**src/hdl/u2u_pkg.sv**
```systemverilog
`default_nettype none
// ----------------------------------------------------------------------------
// u2u_pkg
// Shared types, codes and byte classification for the UTF-8 to UTF-16
// transcoder.
// ----------------------------------------------------------------------------
package u2u_pkg;

    localparam logic [15:0] BAD_UNIT = 16'h0023;

    localparam logic [2:0] LEN_INVALID = 3'd0;
    localparam logic [2:0] LEN_ONE     = 3'd1;
    localparam logic [2:0] LEN_TWO     = 3'd2;
    localparam logic [2:0] LEN_THREE   = 3'd3;
    localparam logic [2:0] LEN_FOUR    = 3'd4;

    localparam int MAX_UNITS = 3;

    typedef logic [15:0] unit_t;

    typedef struct packed {
        logic [MAX_UNITS-1:0][15:0] units;
        logic [1:0]                 count;
        logic                       is_last;
    } unit_group_t;

    typedef struct packed {
        logic [2:0] open_len;
        logic [1:0] held_count;
    } seq_status_t;

    function automatic logic [2:0] seq_len(input logic [7:0] b);
        logic [2:0] len;
        begin
            unique case (b[7:3]) inside
                [5'b00000:5'b01111]: len = LEN_ONE;
                [5'b11000:5'b11011]: len = LEN_TWO;
                [5'b11100:5'b11101]: len = LEN_THREE;
                5'b11110:            len = LEN_FOUR;
                default:             len = LEN_INVALID;
            endcase
            return len;
        end
    endfunction

    function automatic unit_t single_unit(input logic [7:0] b);
        return (seq_len(b) == LEN_ONE) ? {9'd0, b[6:0]} : BAD_UNIT;
    endfunction

endpackage
`default_nettype wire

```
**src/hdl/u2u_byte_if.sv**
```systemverilog
`default_nettype none
// ----------------------------------------------------------------------------
// u2u_byte_if
// Valid/ready channel carrying one UTF-8 byte per beat.
// ----------------------------------------------------------------------------
interface u2u_byte_if;
    logic       valid;
    logic       ready;
    logic [7:0] byte_in;
    logic       last_byte;

    modport source (output valid, output byte_in, output last_byte, input ready);
    modport sink   (input valid, input byte_in, input last_byte, output ready);
endinterface
`default_nettype wire

```
**src/hdl/u2u_unit_if.sv**
```systemverilog
`default_nettype none
// ----------------------------------------------------------------------------
// u2u_unit_if
// Valid/ready channel carrying one UTF-16 code unit per beat.
// ----------------------------------------------------------------------------
interface u2u_unit_if;
    logic        valid;
    logic        ready;
    logic [15:0] code_unit;
    logic        final_unit;

    modport source (output valid, output code_unit, output final_unit, input ready);
    modport sink   (input valid, input code_unit, input final_unit, output ready);
endinterface
`default_nettype wire

```
**src/hdl/u2u_decoder.sv**
```systemverilog
`default_nettype none
// ----------------------------------------------------------------------------
// u2u_decoder
// Holds the open UTF-8 sequence and decodes the registered byte into a group
// of up to three UTF-16 code units.
// ----------------------------------------------------------------------------
module u2u_decoder
    import u2u_pkg::*;
(
    input  wire logic        clk,
    input  wire logic        rst_n,
    input  wire logic        fire,
    input  wire logic [7:0]  byte_in,
    input  wire logic        last_byte,
    output unit_group_t      group,
    output seq_status_t      status
);

    logic [2:0][7:0] held_reg;
    logic [1:0]      count_reg;
    logic [1:0]      count_next;
    logic [2:0]      open_reg;
    logic [2:0]      open_next;

    logic [2:0]  lead_len;
    logic        hold;
    logic [2:0]  n_bytes;
    logic [7:0]  b0;
    logic [7:0]  b1;
    logic [7:0]  b2;
    logic [20:0] cp;
    logic [20:0] cp_ofs;
    unit_t       hi_unit;
    unit_t       lo_unit;

    always_comb
    begin
        lead_len = seq_len(byte_in);
        n_bytes  = {1'b0, count_reg} + 3'd1;
        hold     = !last_byte &&
                   (((open_reg == LEN_INVALID) && (lead_len >= LEN_TWO)) ||
                    ((open_reg != LEN_INVALID) && (n_bytes < open_reg)));

        b0 = held_reg[0];
        b1 = (count_reg >= 2'd2) ? held_reg[1] : byte_in;
        b2 = (count_reg == 2'd3) ? held_reg[2] : byte_in;

        case (open_reg)
            LEN_TWO:   cp = {10'd0, b0[4:0], b1[5:0]};
            LEN_THREE: cp = {5'd0, b0[3:0], b1[5:0], b2[5:0]};
            default:   cp = {b0[2:0], b1[5:0], b2[5:0], byte_in[5:0]};
        endcase
        cp_ofs  = cp - 21'h010000;
        hi_unit = 16'hD800 + {5'd0, cp_ofs[20:10]};
        lo_unit = 16'hDC00 + {6'd0, cp_ofs[9:0]};
    end

    always_comb
    begin
        group.units   = '0;
        group.count   = 2'd0;
        group.is_last = last_byte;
        if (!hold)
        begin
            if (open_reg == LEN_INVALID)
            begin
                group.units[0] = single_unit(byte_in);
                group.count    = 2'd1;
            end
            else if (n_bytes == open_reg)
            begin
                if (cp[20:16] != 5'd0)
                begin
                    group.units[0] = hi_unit;
                    group.units[1] = lo_unit;
                    group.count    = 2'd2;
                end
                else
                begin
                    group.units[0] = cp[15:0];
                    group.count    = 2'd1;
                end
            end
            else
            begin
                group.units[0] = BAD_UNIT;
                if (count_reg == 2'd1)
                begin
                    group.units[1] = single_unit(byte_in);
                    group.count    = 2'd2;
                end
                else if (seq_len(b1) == LEN_TWO)
                begin
                    group.units[1] = {5'd0, b1[4:0], byte_in[5:0]};
                    group.count    = 2'd2;
                end
                else
                begin
                    group.units[1] = single_unit(b1);
                    group.units[2] = single_unit(byte_in);
                    group.count    = 2'd3;
                end
            end
        end
    end

    always_comb
    begin
        count_next = count_reg;
        open_next  = open_reg;
        if (fire)
        begin
            if (hold)
            begin
                count_next = count_reg + 2'd1;
                open_next  = (open_reg == LEN_INVALID) ? lead_len : open_reg;
            end
            else
            begin
                count_next = 2'd0;
                open_next  = LEN_INVALID;
            end
        end
    end

    always_ff @(posedge clk or negedge rst_n)
    begin
        if (!rst_n)
        begin
            count_reg <= 2'd0;
            open_reg  <= LEN_INVALID;
        end
        else
        begin
            count_reg <= count_next;
            open_reg  <= open_next;
        end
    end

    always_ff @(posedge clk)
    begin
        if (fire && hold)
        begin
            held_reg[count_reg] <= byte_in;
        end
    end

    assign status.open_len   = open_reg;
    assign status.held_count = count_reg;

endmodule
`default_nettype wire

```
**src/hdl/u2u_unit_buf.sv**
```systemverilog
`default_nettype none
// ----------------------------------------------------------------------------
// u2u_unit_buf
// Output register for one group of code units; sends one unit per beat.
// ----------------------------------------------------------------------------
module u2u_unit_buf
    import u2u_pkg::*;
(
    input  wire logic         clk,
    input  wire logic         rst_n,
    input  wire logic         load,
    input  wire unit_group_t  group,
    output logic              can_load,
    u2u_unit_if.source        utf16
);

    logic [MAX_UNITS-1:0][15:0] units_reg;
    logic [MAX_UNITS-1:0][15:0] units_next;
    logic [1:0]                 cnt_reg;
    logic [1:0]                 cnt_next;
    logic                       last_reg;
    logic                       last_next;
    logic                       beat;

    assign beat     = utf16.valid && utf16.ready;
    assign can_load = (cnt_reg == 2'd0) || ((cnt_reg == 2'd1) && utf16.ready);

    always_comb
    begin
        units_next = units_reg;
        cnt_next   = cnt_reg;
        last_next  = last_reg;
        if (load)
        begin
            units_next = group.units;
            cnt_next   = group.count;
            last_next  = group.is_last;
        end
        else if (beat)
        begin
            units_next = {16'd0, units_reg[2], units_reg[1]};
            cnt_next   = cnt_reg - 2'd1;
        end
    end

    always_ff @(posedge clk or negedge rst_n)
    begin
        if (!rst_n)
        begin
            cnt_reg <= 2'd0;
        end
        else
        begin
            cnt_reg <= cnt_next;
        end
    end

    always_ff @(posedge clk)
    begin
        units_reg <= units_next;
        last_reg  <= last_next;
    end

    assign utf16.valid      = (cnt_reg != 2'd0);
    assign utf16.code_unit  = units_reg[0];
    assign utf16.final_unit = last_reg && (cnt_reg == 2'd1);

endmodule
`default_nettype wire

```
**src/hdl/utf8_to_utf16_transcoder_top.sv**
```systemverilog
`default_nettype none
// ----------------------------------------------------------------------------
// utf8_to_utf16_transcoder_top
// UTF-8 byte stream in, UTF-16 code unit stream out.
// ----------------------------------------------------------------------------
// Takes one UTF-8 byte per beat and can accept a byte every cycle while the
// output side keeps up. A byte passes an input register, is decoded against
// the open sequence, and its code units are loaded into an output register
// when the decoder accepts it from the input register. The output register
// sends one unit per cycle while the sink is ready, and a byte that yields
// k units (0 to 3), such as a surrogate pair or a broken-off sequence, holds
// the input side until its last unit goes out. Invalid leads give '#'; the
// last unit caused by the string's last byte carries final_unit.
module utf8_to_utf16_transcoder_top
    import u2u_pkg::*;
(
    input  wire logic   clk,
    input  wire logic   rst_n,
    u2u_byte_if.sink    utf8,
    u2u_unit_if.source  utf16
);

    logic        in_valid_reg;
    logic        in_valid_next;
    logic [7:0]  in_byte_reg;
    logic        in_last_reg;
    logic        fire;
    logic        can_load;
    unit_group_t group;
    seq_status_t status;

    assign fire       = in_valid_reg && ((group.count == 2'd0) || can_load);
    assign utf8.ready = !in_valid_reg || fire;

    always_comb
    begin
        in_valid_next = in_valid_reg;
        if (utf8.valid && utf8.ready)
        begin
            in_valid_next = 1'b1;
        end
        else if (fire)
        begin
            in_valid_next = 1'b0;
        end
    end

    always_ff @(posedge clk or negedge rst_n)
    begin
        if (!rst_n)
        begin
            in_valid_reg <= 1'b0;
        end
        else
        begin
            in_valid_reg <= in_valid_next;
        end
    end

    always_ff @(posedge clk)
    begin
        if (utf8.valid && utf8.ready)
        begin
            in_byte_reg <= utf8.byte_in;
            in_last_reg <= utf8.last_byte;
        end
    end

    u2u_decoder u_decoder (
        .clk       (clk),
        .rst_n     (rst_n),
        .fire      (fire),
        .byte_in   (in_byte_reg),
        .last_byte (in_last_reg),
        .group     (group),
        .status    (status)
    );

    u2u_unit_buf u_unit_buf (
        .clk      (clk),
        .rst_n    (rst_n),
        .load     (fire && (group.count != 2'd0)),
        .group    (group),
        .can_load (can_load),
        .utf16    (utf16)
    );

    a_idle_empty : assert property (@(posedge clk) disable iff (!rst_n)
        (status.open_len == LEN_INVALID) |-> (status.held_count == 2'd0))
        else $error("held bytes without an open sequence");

    a_open_bounds : assert property (@(posedge clk) disable iff (!rst_n)
        (status.open_len != LEN_INVALID) |->
            ((status.held_count != 2'd0) &&
             ({1'b0, status.held_count} < status.open_len)))
        else $error("held count out of range for open sequence");

    a_last_closes : assert property (@(posedge clk) disable iff (!rst_n)
        (fire && in_last_reg) |=> (status.open_len == LEN_INVALID))
        else $error("sequence left open after last byte");

    a_last_emits : assert property (@(posedge clk) disable iff (!rst_n)
        (fire && in_last_reg) |-> (group.count != 2'd0))
        else $error("last byte produced no code unit");

endmodule
`default_nettype wire

```
**src/flat_wrapper.sv**
```systemverilog
// flat-port wrapper written by rule: the top's interface ports become plain ports
module utf8_to_utf16_transcoder_top_flat import u2u_pkg::*;
  (clk, rst_n, utf8_valid, utf8_byte_in, utf8_last_byte, utf8_ready, utf16_valid, utf16_code_unit, utf16_final_unit, utf16_ready);
  u2u_byte_if utf8_i ();
  u2u_unit_if utf16_i ();
  input  wire logic clk;
  input  wire logic rst_n;
  input wire logic [$bits(utf8_i.valid)-1:0] utf8_valid;
  input wire logic [$bits(utf8_i.byte_in)-1:0] utf8_byte_in;
  input wire logic [$bits(utf8_i.last_byte)-1:0] utf8_last_byte;
  output wire logic [$bits(utf8_i.ready)-1:0] utf8_ready;
  output wire logic [$bits(utf16_i.valid)-1:0] utf16_valid;
  output wire logic [$bits(utf16_i.code_unit)-1:0] utf16_code_unit;
  output wire logic [$bits(utf16_i.final_unit)-1:0] utf16_final_unit;
  input wire logic [$bits(utf16_i.ready)-1:0] utf16_ready;
  assign utf8_i.valid = utf8_valid;
  assign utf8_i.byte_in = utf8_byte_in;
  assign utf8_i.last_byte = utf8_last_byte;
  assign utf8_ready = utf8_i.ready;
  assign utf16_valid = utf16_i.valid;
  assign utf16_code_unit = utf16_i.code_unit;
  assign utf16_final_unit = utf16_i.final_unit;
  assign utf16_i.ready = utf16_ready;
  utf8_to_utf16_transcoder_top u_core (.clk(clk), .rst_n(rst_n), .utf8(utf8_i), .utf16(utf16_i));
endmodule
```
**config.mk**
```make
export PLATFORM = sky130hd
export DESIGN_NAME = utf8_to_utf16_transcoder_top_flat
export DESIGN_NICKNAME = d
export VERILOG_FILES = /design/src/hdl/u2u_pkg.sv /design/src/hdl/u2u_byte_if.sv /design/src/hdl/u2u_unit_if.sv /design/src/hdl/u2u_decoder.sv /design/src/hdl/u2u_unit_buf.sv /design/src/hdl/utf8_to_utf16_transcoder_top.sv /design/src/flat_wrapper.sv
export SDC_FILE = /design/constraint.sdc
export NUM_CORES = 1
export LEC_CHECK = 0
export BUFFER_PORTS_ARGS = -buffer_cell sky130_fd_sc_hd__buf_2
export CAP_MARGIN = 25
export CORE_MARGIN = 5
export CORE_UTILIZATION = 55
export DETAILED_ROUTE_END_ITERATION = 16
export PLACE_DENSITY = 0.77
export SYNTH_ARGS = -nofsm -noshare
export SYNTH_HDL_FRONTEND = slang
export SYNTH_SLANG_ARGS = --single-unit
```
**constraint.sdc**
```tcl
create_clock -name clk -period 2.85 [get_ports clk]
set_input_delay 0 -clock clk [delete_from_list [all_inputs] [get_ports clk]]
set_output_delay 0 -clock clk [all_outputs]
set_load 0.1 [all_outputs]
```
-- Word level (Yosys, flattened, before mapping)
Cells that the tools add are included.
- equal/unequal tests: 14
- shift operators: 0
- divide/modulo/power cells: 0
- muxes and demuxes: 53
- add/subtract/negate cells: 6
- magnitude comparators: 17
- reduce and logical (&&, ||, !) cells: 33
- $mul: 0
- bitwise operators: 0
- operators by type and width (kind ; number):
    $mux 48 ; 2
    $mux 3 ; 21
    $mux 50 ; 1
    $mux 7 ; 6
    $pmux 21 s2 ; 1
    $mux 18 ; 2
    $mux 34 ; 1
    $mux 16 ; 2
    $mux 32 ; 1
    $bwmux 24 ; 1
    $pmux 3 s4 ; 2
    $mux 11 ; 2
    $sub 21x17->21 const B ; 1
    $ge 5x5->1 const B ; 4
    $le 5x5->1 const B ; 4
    $logic_and 1x1->1 ; 17
    $add 15x11->16 const A ; 1
    $add 15x12->16 const A ; 1
    $demux 8 s2 ; 1
    $mux 8 ; 2
    $eq 3x1->1 const B ; 4
    $eq 5x5->1 const B ; 2
    $ge 5x1->1 const B ; 2
    $le 5x4->1 const B ; 2
    24 further kinds ; 40
- ROM bits: 0
- input bits: 13
- memories kept: 0
- word-level logic and storage cells: 136
- bits in latches: 0
- output and inout port bits: 19
- bits in registers: 90
- bits in writable memories: 0

-- Longest topological paths before layout
Gate-level depths: netlist of the first run.
- depth after elaboration: 28
- depth in mapped cells: 11
- depth with buffers taken out: 10

-- Modules after synthesis
From an unflattened synthesis of the first run, not the netlist that was laid out.
- cells, all modules: 469
- area, all modules: 5213.8 um2
- modules (own cells, without submodules) (module ; cells each ; area each (um2) ; seq. area each (um2) ; instances):
    u2u_decoder ; 315 ; 2620.0 ; 695.7 ; 1
    u2u_unit_buf ; 138 ; 2253.4 ; 1521.5 ; 1
    utf8_to_utf16_transcoder_top ; 16 ; 340.3 ; 295.3 ; 1

-- Worst setup path after synthesis of the first run
OpenSTA, ideal clock, no wires.
- path kind: reg2reg
- start point: register u_core.u_decoder.open_reg[2]
- end point: register u_core.in_byte_reg[0], enable pin
- buffers on the path: 2
- data arrival time: 3.130 ns
- stages on the path, launching flop included: 6
- data required time: 2.511 ns
- slack: -0.618 ns
- clock period less this slack: 3.468 ns
- library setup time: 0.339 ns
- cells stage by stage: dfrtp_1 > or3_1 > buf_6 > buf_6 > o2111ai_1 > and2_1
- word-level cells in the longest chain between the ends: 12
- elaborated cells on any way between the ends: 21
- those cells by class: 1 x order compare; 3 x eq/ne; 5 x mux; 12 x reduce/logical
- RTL lines (item ; RTL line ; source):
    start: declaration ; u2u_decoder.sv:22 ; logic [2:0] open_reg;
    start signal: assignment ; u2u_decoder.sv:136 ; open_reg <= open_next;
    $eq 3x2->1 ; u2u_decoder.sv:48 ; case (open_reg)
    $pmux 21 s2 ; u2u_decoder.sv:48 ;
    $reduce_bool 5->1 ; u2u_decoder.sv:72 ; if (cp[20:16] != 5'd0)
    $mux 18 ; u2u_decoder.sv:72 ;
    $mux 34 ; u2u_decoder.sv:70 ; else if (n_bytes == open_reg)
    $mux 18 ; u2u_decoder.sv:65 ; if (open_reg == LEN_INVALID)
    $mux 50 (*) ; u2u_decoder.sv:63 ; if (!hold)
    $logic_not 2->1 (*) ; utf8_to_utf16_transcoder_top.sv:32 ; assign fire = in_valid_reg && ((group.count == 2'd0) || can_load);
    $logic_or 1x1->1 (*) ; utf8_to_utf16_transcoder_top.sv:32 ;
    $logic_and 1x1->1 (*) ; utf8_to_utf16_transcoder_top.sv:32 ;
    $logic_or 1x1->1 (*) ; utf8_to_utf16_transcoder_top.sv:33 ; assign utf8.ready = !in_valid_reg || fire;
    net utf8_ready ; flat_wrapper.sv:11 ; output wire logic [$bits(utf8_i.ready)-1:0] utf8_ready;
    $logic_and 1x1->1 (*) ; utf8_to_utf16_transcoder_top.sv:62 ; if (utf8.valid && utf8.ready)
    end signal: assignment ; utf8_to_utf16_transcoder_top.sv:64 ; in_byte_reg <= utf8.byte_in;
    end: declaration ; utf8_to_utf16_transcoder_top.sv:25 ; logic [7:0] in_byte_reg;
Mark *: on every way through the listed nets, which the timed path passes. The rest lies on a longest branch.
A chain may end at the register's enable or synchronous reset.

==> qor.txt, run 1 <==
Post-synth top cells - edfxtp_1 (64), nand2_1 (38), nor2_1 (30), buf_4 (18), a21oi_1 (17)
CP Launch Type - register
CTS Root Buffer Type - clkbuf_8
DRC errors left - 0
post-route clock skew - 0.00789 ns
initial antenna violation count - 0
Die X - 97.7 µm
Setup crit end kind - register
Die Y - 97.7 µm
#FFs+latches synth - 72
Routed WL - 11,500 µm
synth top area cells - edfxtp_1 (45%), dfrtp_1 (4.7%), nand2_1 (3.4%), buf_4 (3.2%), ha_1 (3.0%)
GRT Total Usage - 0.244
Post-Syn Area - 4230 µm²
Pre-antenna DRT Iters - 6
max reg flops - 19
Mapped Avg Cell Area - 11.0 µm²
vias in the first global route - 3,247
setup violators final - 0
syn nets - 409
slew at the pin closest to its max-slew limit - 0.935 ns
Initial Utilization - 0.556
Worst slew margin - 0.376
Critical Path AT - 2.83 ns
# fillers - 606
CTS tree - done
Layout Nets - 454
global-route wire length before repair - 18,000 µm
share of post-route cells with drive strength above 1 - 0.250
Area growth syn-to-layout - 14.1%
Clock transition at path regs - 0.07 ns
WS Path Type - register to register
RePlAce Congestion - 0.962
cell accounting for the most synthesized area - edfxtp_1
Final Critical Period - 2.75 ns
IO Pins - 32
Avg WL per Cell - 21.4 µm
max cap viols - 0
Core Box Area - 7610 µm²
Post-synth EDFFs - 64
Rows - 32
CTS sink count - 72
post-synth top area share - 0.454
HP Class - primary input to asynchronous set/reset pin
Remaining Overflow, GRT - 0
count leader, synth - edfxtp_1
Critical Path RT - 2.93 ns
initial drt markers - 464
final hold violations - 0
Detail Route Antenna Nets - 0
Port Buffers - 31
Die ar. - 9550 µm²
vias per inst - 6.25
warnings from Yosys - 0
pin count of the biggest net entering global routing - 30
post-synthesis sequential area ratio - 0.501
Netlist cell types - 76
H-tree depth - 3
HPWL Detailed - 8600 µm
ys flop type - edfxtp_1
fmax - 364 MHz
ANT cells - 0
hold slack - 0.0391 ns
Clk Latency, worst-skew pair - 0.35 ns
status - finished, final reports clean
Slew Limit Fails - 0
number of buffers created by CTS - 9
setup_tns - 0 ns
ys async rst share - 0.111
vias - 3,361
critical path fanouts, max - 8
Gate Count Post-Synth - 386
RSZ-0062 raised after global routing - true
fin crit share - 0.965
CTS Buffer Depth - 2
[critical path, stage by stage (launching register included)]
cell      delay (ns)
dfrtp_1         0.34
inv_1           0.06
ha_1            0.27
or3b_1          0.42
nand2_1         0.10
nand2_1         0.11
ha_1            0.29
o21ai_1         0.17
buf_4           0.22
mux2i_1         0.31
o221ai_1        0.17
[area by class of cell]
| type | count | area (µm²) | area share |
|---|---|---|---|
| Multi-Input combinational cell | 262 | 1820 | 0.377 |
| Timing Repair Buffer | 73 | 526 | 0.109 |
| Tap cell | 102 | 128 | 0.0264 |
| Clock inverter | 7 | 62.6 | 0.0130 |
| Clock buffer | 9 | 124 | 0.0257 |
| Sequential cell | 72 | 2120 | 0.439 |
| Inverter | 13 | 48.8 | 0.0101 |
[path summary, 6_finish.rpt]
| kind | start | endpoint | slack, ns | cells past startpoint |
|---|---|---|---|---|
| min in group clk | utf16_ready | u_core.u_unit_buf.cnt_reg[0]$_DFFE_PN0P_ | 0.10 | 4 |
| min reg2reg | u_core.u_unit_buf.units_reg[23]$_SDFFCE_PP0P_ | u_core.u_unit_buf.utf16.code_unit[7]$_DFFE_PP_ | 0.55 | 1 |
| max reg2reg | u_core.u_decoder.count_reg[0]$_DFFE_PN0N_ | u_core.u_unit_buf.utf16.code_unit[4]$_DFFE_PP_ | 0.1 | 10 |
| max | u_core.u_decoder.count_reg[0]$_DFFE_PN0N_ | u_core.u_unit_buf.utf16.code_unit[4]$_DFFE_PP_ | 0.1 | 10 |
| max in group asynchronous | rst_n | u_core.in_valid_reg$_DFFE_PN0P_ | 2.63 | 2 |
| min | rst_n | u_core.u_decoder.open_reg[1]$_DFFE_PN0P_ | 0.04 | 2 |
[kinds of logic after synthesis]
logic type               after synthesis  share of synthesized area
AO/OA/AOI/OAI                        111                      0.203
flip-flops                            72                      0.501
multiplexers                          14                     0.0337
XOR/XNOR                               1                    0.00207
buffers and inverters                 52                     0.0727
adder cells (fa/ha/maj)               10                     0.0296
AND/OR/NAND/NOR                      126                      0.157
[cell usage in the layout (no fill, tap or decap), types with 4 or more instances in the layout]
cell type / count
a221o_1: 5
a31oi_1: 4
clkbuf_8: 9
or3b_1: 4
a21oi_1: 17
and3_1: 6
o22ai_1: 6
buf_2: 30
dlygate4sd3_1: 11
nor2b_1: 6
dfrtp_1: 8
inv_1: 12
a32o_1: 4
o21ai_0: 13
nand2b_1: 4
o221ai_1: 6
and2_1: 5
nor2_1: 30
o21ai_2: 5
o21ai_1: 7
nand2_1: 37
edfxtp_1: 64
nor3_1: 7
buf_4: 30
ha_1: 10
mux2i_1: 11
[repair_timing]
action | 4_1_cts | 5_1_grt
buffers inserted | 0 | 0
endpoints found under the hold margin | 18 | 0
hold buffers | 11 | 0
resized for setup | 0 | 3
endpoints found under the setup margin | 0 | 11
[through the flow]
| step | area [µm²] | instances | worst slack (ns) | util |
|---|---|---|---|---|
| after floorplan | 4240 | 386 | -0.120 | - |
| after global placement | 4530 | 511 | 0.168 | 0.595 |
| after detailed placement | 4530 | 511 | 0.0147 | 0.595 |
| after CTS | 4820 | 538 | 0.0149 | 0.634 |
| after global routing | 4830 | 538 | -0.00380 | 0.635 |
| final | 4830 | 538 | 0.0995 | 0.635 |
[layer usage]
layer / global-route usage / up-vias / share of wire / wire (µm)
li1: - / 1549 / - / -
met1: 0.337 / 1612 / 0.44 / 5010
met2: 0.384 / 170 / 0.47 / 5420
met3: 0.0431 / 30 / 0.068 / 787
met4: 0.0948 / 0 / 0.025 / 291
met5: 0 / - / 0 / 0
Power of run 1 is left out: the tool's default activity adds up to more than one toggle a clock period on the data nets, which glitch-free logic cannot reach.
==> run 2: changes to the inputs <==
--- a/config.mk
+++ b/config.mk
@@ -10,7 +10,7 @@
 export CORE_MARGIN = 5
 export CORE_UTILIZATION = 55
 export DETAILED_ROUTE_END_ITERATION = 16
-export PLACE_DENSITY = 0.77
+export PLACE_DENSITY = 0.82
 export SYNTH_ARGS = -nofsm -noshare
 export SYNTH_HDL_FRONTEND = slang
 export SYNTH_SLANG_ARGS = --single-unit
==> run 2 against run 1 <==
- routed wire length is 8.5% lower
- first-iteration DRC count rose by 27%
- flip-flop and latch count unchanged
- clock-buffer cell count unchanged
- via count increased by 0.30%
- sequential share of layout area rose by 0.75 points
- utilization down 1.1 points
- worst hold slack got worse by 0.029 ns
- cell count fell by 1.5%
- global-route usage decreased by 2.3 points
- die area unchanged
- register-to-register slack gained 0.03 ns
- critical endpoint unchanged
- largest cell class unchanged
- highest routed layer unchanged
==> qor.txt, run 2 (same netlist as run 1, synthesis figures left out) <==
most frequent cells in the layout - edfxtp_1 (64), nand2_1 (37), nor2_1 (30), buf_2 (30), buf_4 (22)
max cap viols - 0
Avg WL per Cell - 19.9 µm
Core Box Area - 7610 µm²
Clk Latency, worst-skew pair - 0.36 ns
share of post-route cells with drive strength above 1 - 0.231
ANT cells - 0
CTS sink count - 72
GRT Total Usage - 0.221
fin crit share - 0.955
fmax - 367 MHz
Detail Route Antenna Nets - 0
critical path fanouts, max - 9
setup violators final - 0
DRC errors left - 0
CTS Buffer Depth - 2
met3 usage - 0.0380
reg2reg end - u_core.u_unit_buf.utf16.code_unit[4]$_DFFE_PP_
most common cell after layout, fill and taps aside - edfxtp_1
slew at the pin closest to its max-slew limit - 0.805 ns
Initial Utilization - 0.556
R2R cell count - 10
CTS tree - done
Slew Limit Fails - 0
Setup crit end kind - register
design area - 4750 µm²
setup ws final - 0.128 ns
setup_tns - 0 ns
Die X - 97.7 µm
H-tree depth - 3
RePlAce Congestion - 1.05
CP Launch Type - register
Worst slew margin - 0.462
IO Pins - 32
vias in the first global route - 3,269
Remaining Overflow, GRT - 0
number of buffers created by CTS - 9
Area growth syn-to-layout - 12.1%
Critical Path RT - 2.94 ns
GR Layer Usage met2 - 0.349
area post-placement - 4440 µm²
dpl ws - 0.0828 ns
Critical Path AT - 2.81 ns
Final Critical Period - 2.72 ns
R2R Setup Slk - 0.13 ns
initial antenna violation count - 0
Clock transition at path regs - 0.09 ns
Rows - 32
# fillers - 628
WS Path Type - register to register
vias per inst - 6.36
Pre-antenna DRT Iters - 7
Layout Nets - 446
post-route clock skew - 0.0193 ns
global-route wire length before repair - 16,500 µm
Routed WL - 10,500 µm
GRT met1 Usage - 0.281
vias - 3,371
HP Class - primary input to asynchronous set/reset pin
CTS Root Buffer Type - clkbuf_8
Port Buffers - 31
HPWL Detailed - 7710 µm
placed cell count - 500
RSZ-0062 raised after global routing - false
pin count of the biggest net entering global routing - 32
max reg flops - 19
initial drt markers - 590
Die ar. - 9550 µm²
RR Startpoint - u_core.u_decoder.count_reg[0]$_DFFE_PN0N_
post-route non-filler standard cell count - 530
Die Y - 97.7 µm
final hold violations - 0
status - finished, final reports clean
GRT busiest layer - met2
==> run 2: worst max path at each step <==
| stage | end | startpoint | slack (ns) |
|---|---|---|---|
| detailed placement | u_core.u_unit_buf.utf16.code_unit[6]$_DFFE_PP_ | u_core.u_decoder.count_reg[0]$_DFFE_PN0N_ | 0.08 |
| global route | u_core.u_unit_buf.units_reg[20]$_DFFE_PP_ | u_core.u_decoder.count_reg[0]$_DFFE_PN0N_ | 0.01 |
| CTS | u_core.u_unit_buf.utf16.code_unit[6]$_DFFE_PP_ | u_core.u_decoder.count_reg[0]$_DFFE_PN0N_ | 0.07 |
| floorplan | u_core.in_byte_reg[0]$_DFFE_PP_ | u_core.u_decoder.count_reg[1]$_DFFE_PN0N_ | -0.12 |
| global placement | u_core.u_unit_buf.utf16.code_unit[6]$_DFFE_PP_ | u_core.u_decoder.count_reg[0]$_DFFE_PN0N_ | 0.19 |
| finish | u_core.u_unit_buf.utf16.code_unit[4]$_DFFE_PP_ | u_core.u_decoder.count_reg[0]$_DFFE_PN0N_ | 0.13 |
==> run 2: metal layers <==
metal	share of wire	up-vias
met5	0	-
met4	0.058	0
met3	0.089	60
met2	0.46	235
met1	0.39	1540
li1	-	1536
==> run 2: critical path: stages (launching register included) <==
cell and delay (ns):
dfrtp_1 0.41, inv_1 0.09, ha_1 0.28, or3b_1 0.43
nand2_1 0.15, nand2_1 0.11, ha_2 0.23, o21ai_1 0.15
buf_4 0.23, mux2i_1 0.26, o221ai_1 0.13
==> run 2: layout make-up <==
type | count | area, µm² | share of cell area
multi-input combinational | 262 | 1820 | 0.384
inverter | 13 | 48.8 | 0.0103
clock buffer | 9 | 124 | 0.0261
clock inverter | 7 | 38.8 | 0.00817
timing repair buffer | 65 | 465 | 0.0980
tap | 102 | 128 | 0.0269
sequential | 72 | 2120 | 0.447
==> run 2: metrics by stage <==
step | utilization | hold slack (ns)
after floorplan | - | -0.296
after global placement | 0.584 | -0.146
after detailed placement | 0.584 | -0.141
after CTS | 0.620 | 0.00509
after global routing | 0.624 | 0.0394
final | 0.624 | 0.0104
==> run 2: repair_timing <==
item	CTS	global route
hold buffers	11	0
gates resized for setup	0	2
setup buffers	0	3
endpoints found under the hold margin	18	0
endpoints found under the setup margin	0	12
Power of run 2 is left out for the same reason.
